### src/hdl/fric_pkg.sv
`timescale 1ns / 1ps

package fric_pkg;

    localparam int DEPTH_DEF   = 16;
    localparam int KIND_W      = 2;
    localparam int KEY_W       = 32;
    localparam int HANDLE_W    = 32;
    localparam int MAXE_W      = 5;
    localparam int COUNT_OUT_W = 5;
    localparam int MAXE_RESET  = 16;

    // stored word: {last, first, id}
    localparam int WORD_W      = KEY_W + 2 * HANDLE_W;

    // s_axis_tdata: key, payload_first, payload_last -> 96 bits
    localparam int S_TDATA_W   = KEY_W + 2 * HANDLE_W;
    // m_axis_tdata: found_first, found_last, entry_count -> 69 bits, padded to 72
    localparam int M_TDATA_W   = ((2 * HANDLE_W + COUNT_OUT_W + 7) / 8) * 8;

    typedef enum logic [KIND_W-1:0] {
        KIND_ADD    = 2'd0,
        KIND_LOOKUP = 2'd1,
        KIND_FLUSH  = 2'd2
    } kind_t;

    // slot index width, at least one bit
    function automatic int slot_width(input int depth);
        int w;
        w = $clog2(depth);
        return (w < 1) ? 1 : w;
    endfunction

endpackage

### src/hdl/fifo_replacement_id_cache.sv
`timescale 1ns / 1ps

// FIFO-replacement id cache. Holds up to max_entries (id, first, last) entries in
// insertion order in a ring of DEPTH slots kept in a single-port-read RAM. Each
// input transfer gives exactly one output transfer. An add stores the entry as the
// newest, evicting the oldest once max_entries are held; a flush empties the cache;
// a lookup reads the RAM one slot per cycle from newest to oldest and stops at the
// first id match. Add, flush, unused kinds and a lookup of an empty cache go from the
// input transfer to ST_FINISH, which waits for the output register to be free, loads
// it and raises m_axis_tvalid; a lookup that examines n entries (at most DEPTH) first
// reads them in ST_SCAN, the RAM read port giving one entry per cycle. One item is in
// work at a time; the next input transfer is taken as soon as the current item has
// finished, even while its result waits in the output register. max_entries of 0
// acts as 1, values above DEPTH act as DEPTH; lowering it below the current count
// takes effect at the next add.
module fifo_replacement_id_cache
    import fric_pkg::*;
#(
    parameter int DEPTH = DEPTH_DEF
) (
    input  logic                   aclk,
    input  logic                   aresetn,
    input  logic                   cfg_wr_en,
    input  logic [MAXE_W-1:0]      cfg_wr_data,    // max_entries
    input  logic                   s_axis_tvalid,
    output logic                   s_axis_tready,
    input  logic [S_TDATA_W-1:0]   s_axis_tdata,   // [31:0] key, [63:32] payload_first,
                                                   // [95:64] payload_last
    input  logic [KIND_W-1:0]      s_axis_tuser,   // [1:0] kind
    output logic                   m_axis_tvalid,
    input  logic                   m_axis_tready,
    output logic [M_TDATA_W-1:0]   m_axis_tdata,   // [31:0] found_first, [63:32] found_last,
                                                   // [68:64] entry_count, rest zero
    output logic                   m_axis_tuser    // [0] hit
);

    localparam int SLOT_W = slot_width(DEPTH);
    localparam int CNT_W  = $clog2(DEPTH + 1);
    localparam int CMP_W  = (CNT_W > MAXE_W) ? CNT_W : MAXE_W;
    localparam logic [SLOT_W-1:0] LAST_SLOT = SLOT_W'(DEPTH - 1);

    typedef enum logic [2:0] {
        ST_IDLE   = 3'b001,
        ST_SCAN   = 3'b010,
        ST_FINISH = 3'b100
    } state_t;

    state_t              state_reg, state_next;
    logic [SLOT_W-1:0]   newest_reg, newest_next;
    logic [CNT_W-1:0]    count_reg, count_next;
    logic [MAXE_W-1:0]   maxe_reg;
    logic [CNT_W-1:0]    idx_reg, idx_next;
    logic [SLOT_W-1:0]   scan_slot_reg, scan_slot_next;
    logic [KEY_W-1:0]    key_reg, key_next;

    logic                res_hit_reg, res_hit_next;
    logic [HANDLE_W-1:0] res_first_reg, res_first_next;
    logic [HANDLE_W-1:0] res_last_reg, res_last_next;

    logic                m_valid_reg, m_valid_next;
    logic                m_hit_reg, m_hit_next;
    logic [HANDLE_W-1:0] m_first_reg, m_first_next;
    logic [HANDLE_W-1:0] m_last_reg, m_last_next;
    logic [COUNT_OUT_W-1:0] m_cnt_reg, m_cnt_next;

    logic                accept;
    logic                out_free;
    logic [KIND_W-1:0]   in_kind;
    logic [KEY_W-1:0]    in_key;
    logic [HANDLE_W-1:0] in_first;
    logic [HANDLE_W-1:0] in_last;

    logic [CMP_W-1:0]    maxe_ext;
    logic [CNT_W-1:0]    cap;
    logic [CMP_W-1:0]    count_ext;
    logic [SLOT_W-1:0]   newest_inc;
    logic [SLOT_W-1:0]   scan_dec;

    logic                wr_en;
    logic [WORD_W-1:0]   wr_data;
    logic                rd_en;
    logic [SLOT_W-1:0]   rd_addr;
    logic [WORD_W-1:0]   rd_data;
    logic [KEY_W-1:0]    rd_id;
    logic [HANDLE_W-1:0] rd_first;
    logic [HANDLE_W-1:0] rd_last;

    assign in_key   = s_axis_tdata[KEY_W-1:0];
    assign in_first = s_axis_tdata[KEY_W +: HANDLE_W];
    assign in_last  = s_axis_tdata[KEY_W + HANDLE_W +: HANDLE_W];
    assign in_kind  = s_axis_tuser;

    assign s_axis_tready = (state_reg == ST_IDLE);
    assign accept        = s_axis_tvalid & s_axis_tready;
    assign out_free      = !m_valid_reg || m_axis_tready;

    // effective capacity: 0 -> 1, above DEPTH -> DEPTH
    assign maxe_ext = CMP_W'(maxe_reg);
    always_comb begin
        if (maxe_reg == '0) begin
            cap = CNT_W'(1);
        end else if (maxe_ext > CMP_W'(DEPTH)) begin
            cap = CNT_W'(DEPTH);
        end else begin
            cap = maxe_ext[CNT_W-1:0];
        end
    end

    assign count_ext  = CMP_W'(count_reg);
    assign newest_inc = (newest_reg == LAST_SLOT) ? '0 : newest_reg + SLOT_W'(1);
    assign scan_dec   = (scan_slot_reg == '0) ? LAST_SLOT : scan_slot_reg - SLOT_W'(1);

    assign wr_en   = accept && (in_kind == KIND_ADD);
    assign wr_data = {in_last, in_first, in_key};

    assign rd_id    = rd_data[KEY_W-1:0];
    assign rd_first = rd_data[KEY_W +: HANDLE_W];
    assign rd_last  = rd_data[KEY_W + HANDLE_W +: HANDLE_W];

    // reads never overlap the add's write: one item in work at a time
    fric_store #(
        .DEPTH (DEPTH)
    ) u_store (
        .aclk    (aclk),
        .wr_en   (wr_en),
        .wr_addr (newest_inc),
        .wr_data (wr_data),
        .rd_en   (rd_en),
        .rd_addr (rd_addr),
        .rd_data (rd_data)
    );

    always_comb begin
        state_next     = state_reg;
        newest_next    = newest_reg;
        count_next     = count_reg;
        idx_next       = idx_reg;
        scan_slot_next = scan_slot_reg;
        key_next       = key_reg;
        res_hit_next   = res_hit_reg;
        res_first_next = res_first_reg;
        res_last_next  = res_last_reg;
        rd_en          = 1'b0;
        rd_addr        = newest_reg;

        m_valid_next = m_axis_tready ? 1'b0 : m_valid_reg;
        m_hit_next   = m_hit_reg;
        m_first_next = m_first_reg;
        m_last_next  = m_last_reg;
        m_cnt_next   = m_cnt_reg;

        case (state_reg)
            ST_IDLE: begin
                if (accept) begin
                    res_hit_next   = 1'b0;
                    res_first_next = '0;
                    res_last_next  = '0;
                    state_next     = ST_FINISH;
                    case (in_kind)
                        KIND_ADD: begin
                            newest_next = newest_inc;
                            count_next  = (count_reg < cap) ? count_reg + CNT_W'(1) : cap;
                        end
                        KIND_LOOKUP: begin
                            key_next = in_key;
                            if (count_reg != '0) begin
                                rd_en          = 1'b1;
                                rd_addr        = newest_reg;
                                scan_slot_next = newest_reg;
                                idx_next       = '0;
                                state_next     = ST_SCAN;
                            end
                        end
                        KIND_FLUSH: begin
                            count_next  = '0;
                            newest_next = '0;
                        end
                        default: begin
                        end
                    endcase
                end
            end
            ST_SCAN: begin
                // rd_data holds the slot at scan_slot_reg
                if (rd_id == key_reg) begin
                    res_hit_next   = 1'b1;
                    res_first_next = rd_first;
                    res_last_next  = rd_last;
                    state_next     = ST_FINISH;
                end else if (idx_reg + CNT_W'(1) == count_reg) begin
                    state_next = ST_FINISH;
                end else begin
                    rd_en          = 1'b1;
                    rd_addr        = scan_dec;
                    scan_slot_next = scan_dec;
                    idx_next       = idx_reg + CNT_W'(1);
                end
            end
            ST_FINISH: begin
                if (out_free) begin
                    m_valid_next = 1'b1;
                    m_hit_next   = res_hit_reg;
                    m_first_next = res_first_reg;
                    m_last_next  = res_last_reg;
                    m_cnt_next   = count_ext[COUNT_OUT_W-1:0];
                    state_next   = ST_IDLE;
                end
            end
            default: begin
                state_next = ST_IDLE;
            end
        endcase
    end

    always_ff @(posedge aclk) begin
        if (!aresetn) begin
            state_reg   <= ST_IDLE;
            newest_reg  <= '0;
            count_reg   <= '0;
            maxe_reg    <= MAXE_W'(MAXE_RESET);
            m_valid_reg <= 1'b0;
        end else begin
            state_reg   <= state_next;
            newest_reg  <= newest_next;
            count_reg   <= count_next;
            m_valid_reg <= m_valid_next;
            if (cfg_wr_en) begin
                maxe_reg <= cfg_wr_data;
            end
        end
    end

    always_ff @(posedge aclk) begin
        idx_reg       <= idx_next;
        scan_slot_reg <= scan_slot_next;
        key_reg       <= key_next;
        res_hit_reg   <= res_hit_next;
        res_first_reg <= res_first_next;
        res_last_reg  <= res_last_next;
        m_hit_reg     <= m_hit_next;
        m_first_reg   <= m_first_next;
        m_last_reg    <= m_last_next;
        m_cnt_reg     <= m_cnt_next;
    end

    assign m_axis_tvalid = m_valid_reg;
    assign m_axis_tuser  = m_hit_reg;
    assign m_axis_tdata  = M_TDATA_W'({m_cnt_reg, m_last_reg, m_first_reg});

endmodule

### src/hdl/fric_store.sv
`timescale 1ns / 1ps

module fric_store
    import fric_pkg::*;
#(
    parameter int DEPTH = DEPTH_DEF
) (
    input  logic                         aclk,
    input  logic                         wr_en,
    input  logic [slot_width(DEPTH)-1:0] wr_addr,
    input  logic [WORD_W-1:0]            wr_data,
    input  logic                         rd_en,
    input  logic [slot_width(DEPTH)-1:0] rd_addr,
    output logic [WORD_W-1:0]            rd_data
);

    logic [WORD_W-1:0] mem [DEPTH];
    logic [WORD_W-1:0] rd_data_reg;

    always_ff @(posedge aclk) begin
        if (wr_en) begin
            mem[wr_addr] <= wr_data;
        end
        if (rd_en) begin
            rd_data_reg <= mem[rd_addr];
        end
    end

    assign rd_data = rd_data_reg;

endmodule

### config.mk
export PLATFORM = sky130hd
export DESIGN_NAME = fifo_replacement_id_cache
export DESIGN_NICKNAME = d
export VERILOG_FILES = /design/src/hdl/fric_pkg.sv /design/src/hdl/fifo_replacement_id_cache.sv /design/src/hdl/fric_store.sv
export SDC_FILE = /design/constraint.sdc
export NUM_CORES = 2
export LEC_CHECK = 0
export BUFFER_PORTS_ARGS = -buffer_cell sky130_fd_sc_hd__buf_2
export CAP_MARGIN = 20
export CORE_ASPECT_RATIO = 1.5
export CORE_MARGIN = 4
export CORE_UTILIZATION = 25
export DETAILED_ROUTE_END_ITERATION = 8
export SLEW_MARGIN = 20
export SYNTH_ARGS = -nofsm -noshare
export SYNTH_HDL_FRONTEND = slang
export SYNTH_HIERARCHICAL = 1
export SYNTH_SLANG_ARGS = --single-unit
export TNS_END_PERCENT = 30
### constraint.sdc
create_clock -name aclk -period 23.5 [get_ports aclk]
set_clock_uncertainty 0.15 [all_clocks]
set_input_delay 3.525 -clock aclk [delete_from_list [all_inputs] [get_ports aclk]]
set_output_delay 3.525 -clock aclk [all_outputs]
set_load 0.02 [all_outputs]
==> flow_metrics.py <==
metrics = {
    "route": {
        "drtPass1Iterations": 5,
        "drtAntennaViolNets": 0,
        "drtIter0Drc": 2326,
        "drc": 0,
        "vias_per_cell": 4.436,
        "wire_per_inst_um": 22.98,
        "vias": 30660,
        "routed_wl_um": 158800,
    },
    "final_layout": {
        "regArea_sq_um": 54650,
        "largest_reg_flops": 1536,
        "finalInstanceArea_sq_um": 78940,
        "fin_nets": 3330,
        "drive_gt1_share_pct": 26.93,
        "fillCellCount": 26260,
        "area_delta_synth_final_pct": 16.26,
        "stdcell_count": 6911,
        "multiInputGateArea_sq_um": 12580,
        "post-route-util_pct": 29.18,
    },
    "worst_setup_path": {
        "crit_buf_inv": 3,
        "crit_slowest_cell": "buf_4",
        "path_class": "reg2reg",
        "slowest_delay_ns": 0.81,
        "cp_common_cell": "buf_4",
        "endpoint_kind": "register",
        "start_kind": "register",
        "crit_fanout": 47,
        "worstPathArrival_ns": 7.28,
        "worstPathCellList": "ha_1, and3_4, mux2_4, a2111oi_2, a221o_1, mux2_8, buf_4, buf_4, buf_4, mux4_2, a22oi_1, nand2_1",
        "crit_required_ns": 23.86,
        "cp_top_family": "buffers and inverters",
    },
    "synthesis": {
        "synth_cell_types": 55,
        "ys_ff_latch": 1826,
        "netlist.area_leader.share_pct": 79.96,
        "ys_top_cells_by_area": "edfxtp_1, mux4_2, a22oi_1",
        "syn_avg_cell_area_sq_um": 23.09,
        "synthFlopType": "edfxtp_1",
        "synth_edf_count": 1808,
        "async_flop_share_pct": 0,
        "syn_area_sq_um": 67900,
        "syn_inst": 2940,
        "ys_seq_area_share_pct": 80.49,
        "synth_top_cell_by_area": "edfxtp_1",
        "synth-warning-count": 6,
    },
    "power": {
        "power.switching_uw": 1336,
        "p_sw_share_pct": 20.52,
        "power_uw": 6513,
        "pwr-share-clk_pct": 42.3,
        "peakVddDrop_v": 0.00006899,
        "seq_power_share_pct": 55.3,
        "p_comb_share_pct": 2.4,
        "p_int_uw": 5177,
        "cellLeakagePower_uw": 0.02365,
        "p_per_area_nw_per_um2": 82.51,
    },
    "floorplan": {
        "die_y_um": 646.3,
        "rows": 234,
        "core_sq_um": 270500,
        "ios": 183,
        "initial_core_util_pct": 25.10,
        "dieArea_sq_um": 280200,
        "die_x_um": 433.5,
    },
    "sta": {
        "setup_viol": 0,
        "tns_ns": 0,
        "worst_slew_pin_slew_ns": 1.143,
        "slew_headroom_pct": 23.79,
        "slew_viol_final": 0,
        "timing.fmax_mhz": 144.5,
        "period_needed_ns": 6.919,
        "hold_viol": 0,
        "fin_crit_sh_pct": 29.44,
        "rsz0062_at_grt": "false",
    },
    "clock_network": {
        "htree_levels": 4,
        "cts_buffers": 176,
        "clk_pin_slew_ns": 0.06,
        "cts_resized": 0,
        "cts_tree": "done",
        "clockBufferDepth": 3,
        "insertion_delay_ns": 0.82,
        "postCtsHoldBufs": 0,
        "cts_setup_buffers": 0,
        "cts-root-buf": "clkbuf_16",
        "clock-sinks": 1826,
    },
    "grt": {
        "grt_start_max_net_pins": 149,
        "grt_first_pass_wirelength_um": 231300,
        "track_usage_pct": 11.18,
        "antenna_found_initial": 69,
        "grt_overflow": 0,
        "grt_pass1_vias": 32560,
    },
    "status": {
        "outcome": "finished clean",
    },
    "placement": {
        "numPortBuffers": 179,
        "place_area_sq_um": 73190,
        "gp_congestion": 0.7137,
        "hpwlAfterDp_um": 88470,
        "dp_cells": 6573,
    },
    "min_path": {
        "min_path_type": "reg2reg",
    },
    "job": {
        "drv_cap": 0,
    },
}
==> cells in the final DEF (no fill, tap or decap), types with 8 or more instances in the layout <==
master and count:
dfxtp_1 18, clkinv_16 10, clkinv_2 30, edfxtp_1 1808, nand2_1 112, nor2b_1 8
nand4_1 8, diode_2 18, inv_1 13, nor2_1 12, bufinv_16 11, and2_1 68
clkbuf_1 31, ha_1 10, buf_2 179, xnor2_1 37, buf_4 43, nor2_4 14
clkinv_1 42, a22oi_1 193, clkbuf_16 177, a21oi_1 10, mux4_2 384, buf_12 13
o21ai_0 13
==> per-layer routing <==
| layer | routed length, um | vias up | global-route usage (%) |
|---|---|---|---|
| met5 | 271 | - | 0 |
| met3 | 9307 | 308 | 2.506 |
| met4 | 3399 | 42 | 2.687 |
| met2 | 83870 | 827 | 20.08 |
| met1 | 61990 | 16550 | 13.57 |
| li1 | - | 12940 | - |
==> stage by stage <==
step,setup WS [ns],hold WS [ns]
finish,16.58,0.2450
global route,15.94,0.2711
CTS,16.35,0.2482
detailed placement,16.26,0.2545
global placement,16.27,0.2537
floorplan,11.50,0.2503
==> worst paths after layout <==
| path | slack [ns] | cells past startpoint | to | startpoint |
|---|---|---|---|---|
| min | 0.25 | 0 | m_first_reg[23]$_DFFE_PP_ | res_first_reg[23]$_SDFFCE_PN0P_ |
| max | 16.58 | 12 | u_store/rd_data[59]$_DFFE_PP_ | idx_reg[0]$_SDFFCE_PN0P_ |
| min reg2reg | 0.25 | 0 | m_first_reg[23]$_DFFE_PP_ | res_first_reg[23]$_SDFFCE_PN0P_ |
| max reg2reg | 16.58 | 12 | u_store/rd_data[59]$_DFFE_PP_ | idx_reg[0]$_SDFFCE_PN0P_ |
==> area by class of cell <==
| type | instances | area share [%] |
|---|---|---|
| Antenna cell | 18 | 0.05706 |
| Clock buffer | 208 | 5.758 |
| Clock inverter | 111 | 1.431 |
| Inverter | 14 | 0.06816 |
| Multi-Input combinational cell | 957 | 15.94 |
| Sequential cell | 1826 | 69.23 |
| Tap cell | 3540 | 5.611 |
| Timing Repair Buffer | 237 | 1.902 |
==> cell families (layout without fill, tap and decap cells) <==
family / Yosys count / after routing / synth area share [%]
muxes: 396 / 396 / 12.94
other: 1 / 21 / 0.005523
buffers and inverters: 159 / 570 / 1.272
xor gates and xnor gates: 40 / 40 / 0.5160
adders and majority gates: 10 / 10 / 0.1843
and+or+nand+nor: 265 / 265 / 1.968
AOI/OAI and AO/OA: 243 / 243 / 2.622
DFF: 1826 / 1826 / 80.49
==> cell usage after synthesis, types with 8 or more instances <==
master,instances
a21oi_1,10
a22oi_1,193
and2_1,69
buf_1,27
buf_2,15
buf_4,22
buf_6,22
clkbuf_1,59
dfxtp_1,18
edfxtp_1,1808
ha_1,10
inv_1,14
mux2i_1,8
mux4_2,384
nand2_1,112
nand4_1,8
nor2_1,26
nor2b_1,10
nor3_1,8
o21ai_0,15
xnor2_1,37
==> power by group through the flow <==
| stage | combinational (uW) | sequential (uW) | clock, uW |
|---|---|---|---|
| floorplan | 87.0 | 3680 | 0 |
| global placement | 158 | 3670 | 0 |
| detailed placement | 163 | 3670 | 0 |
| CTS | 163 | 3600 | 2840 |
| global route | 173 | 3600 | 2970 |
| finish | 157 | 3600 | 2750 |
(Power assumes the default switching activity.)
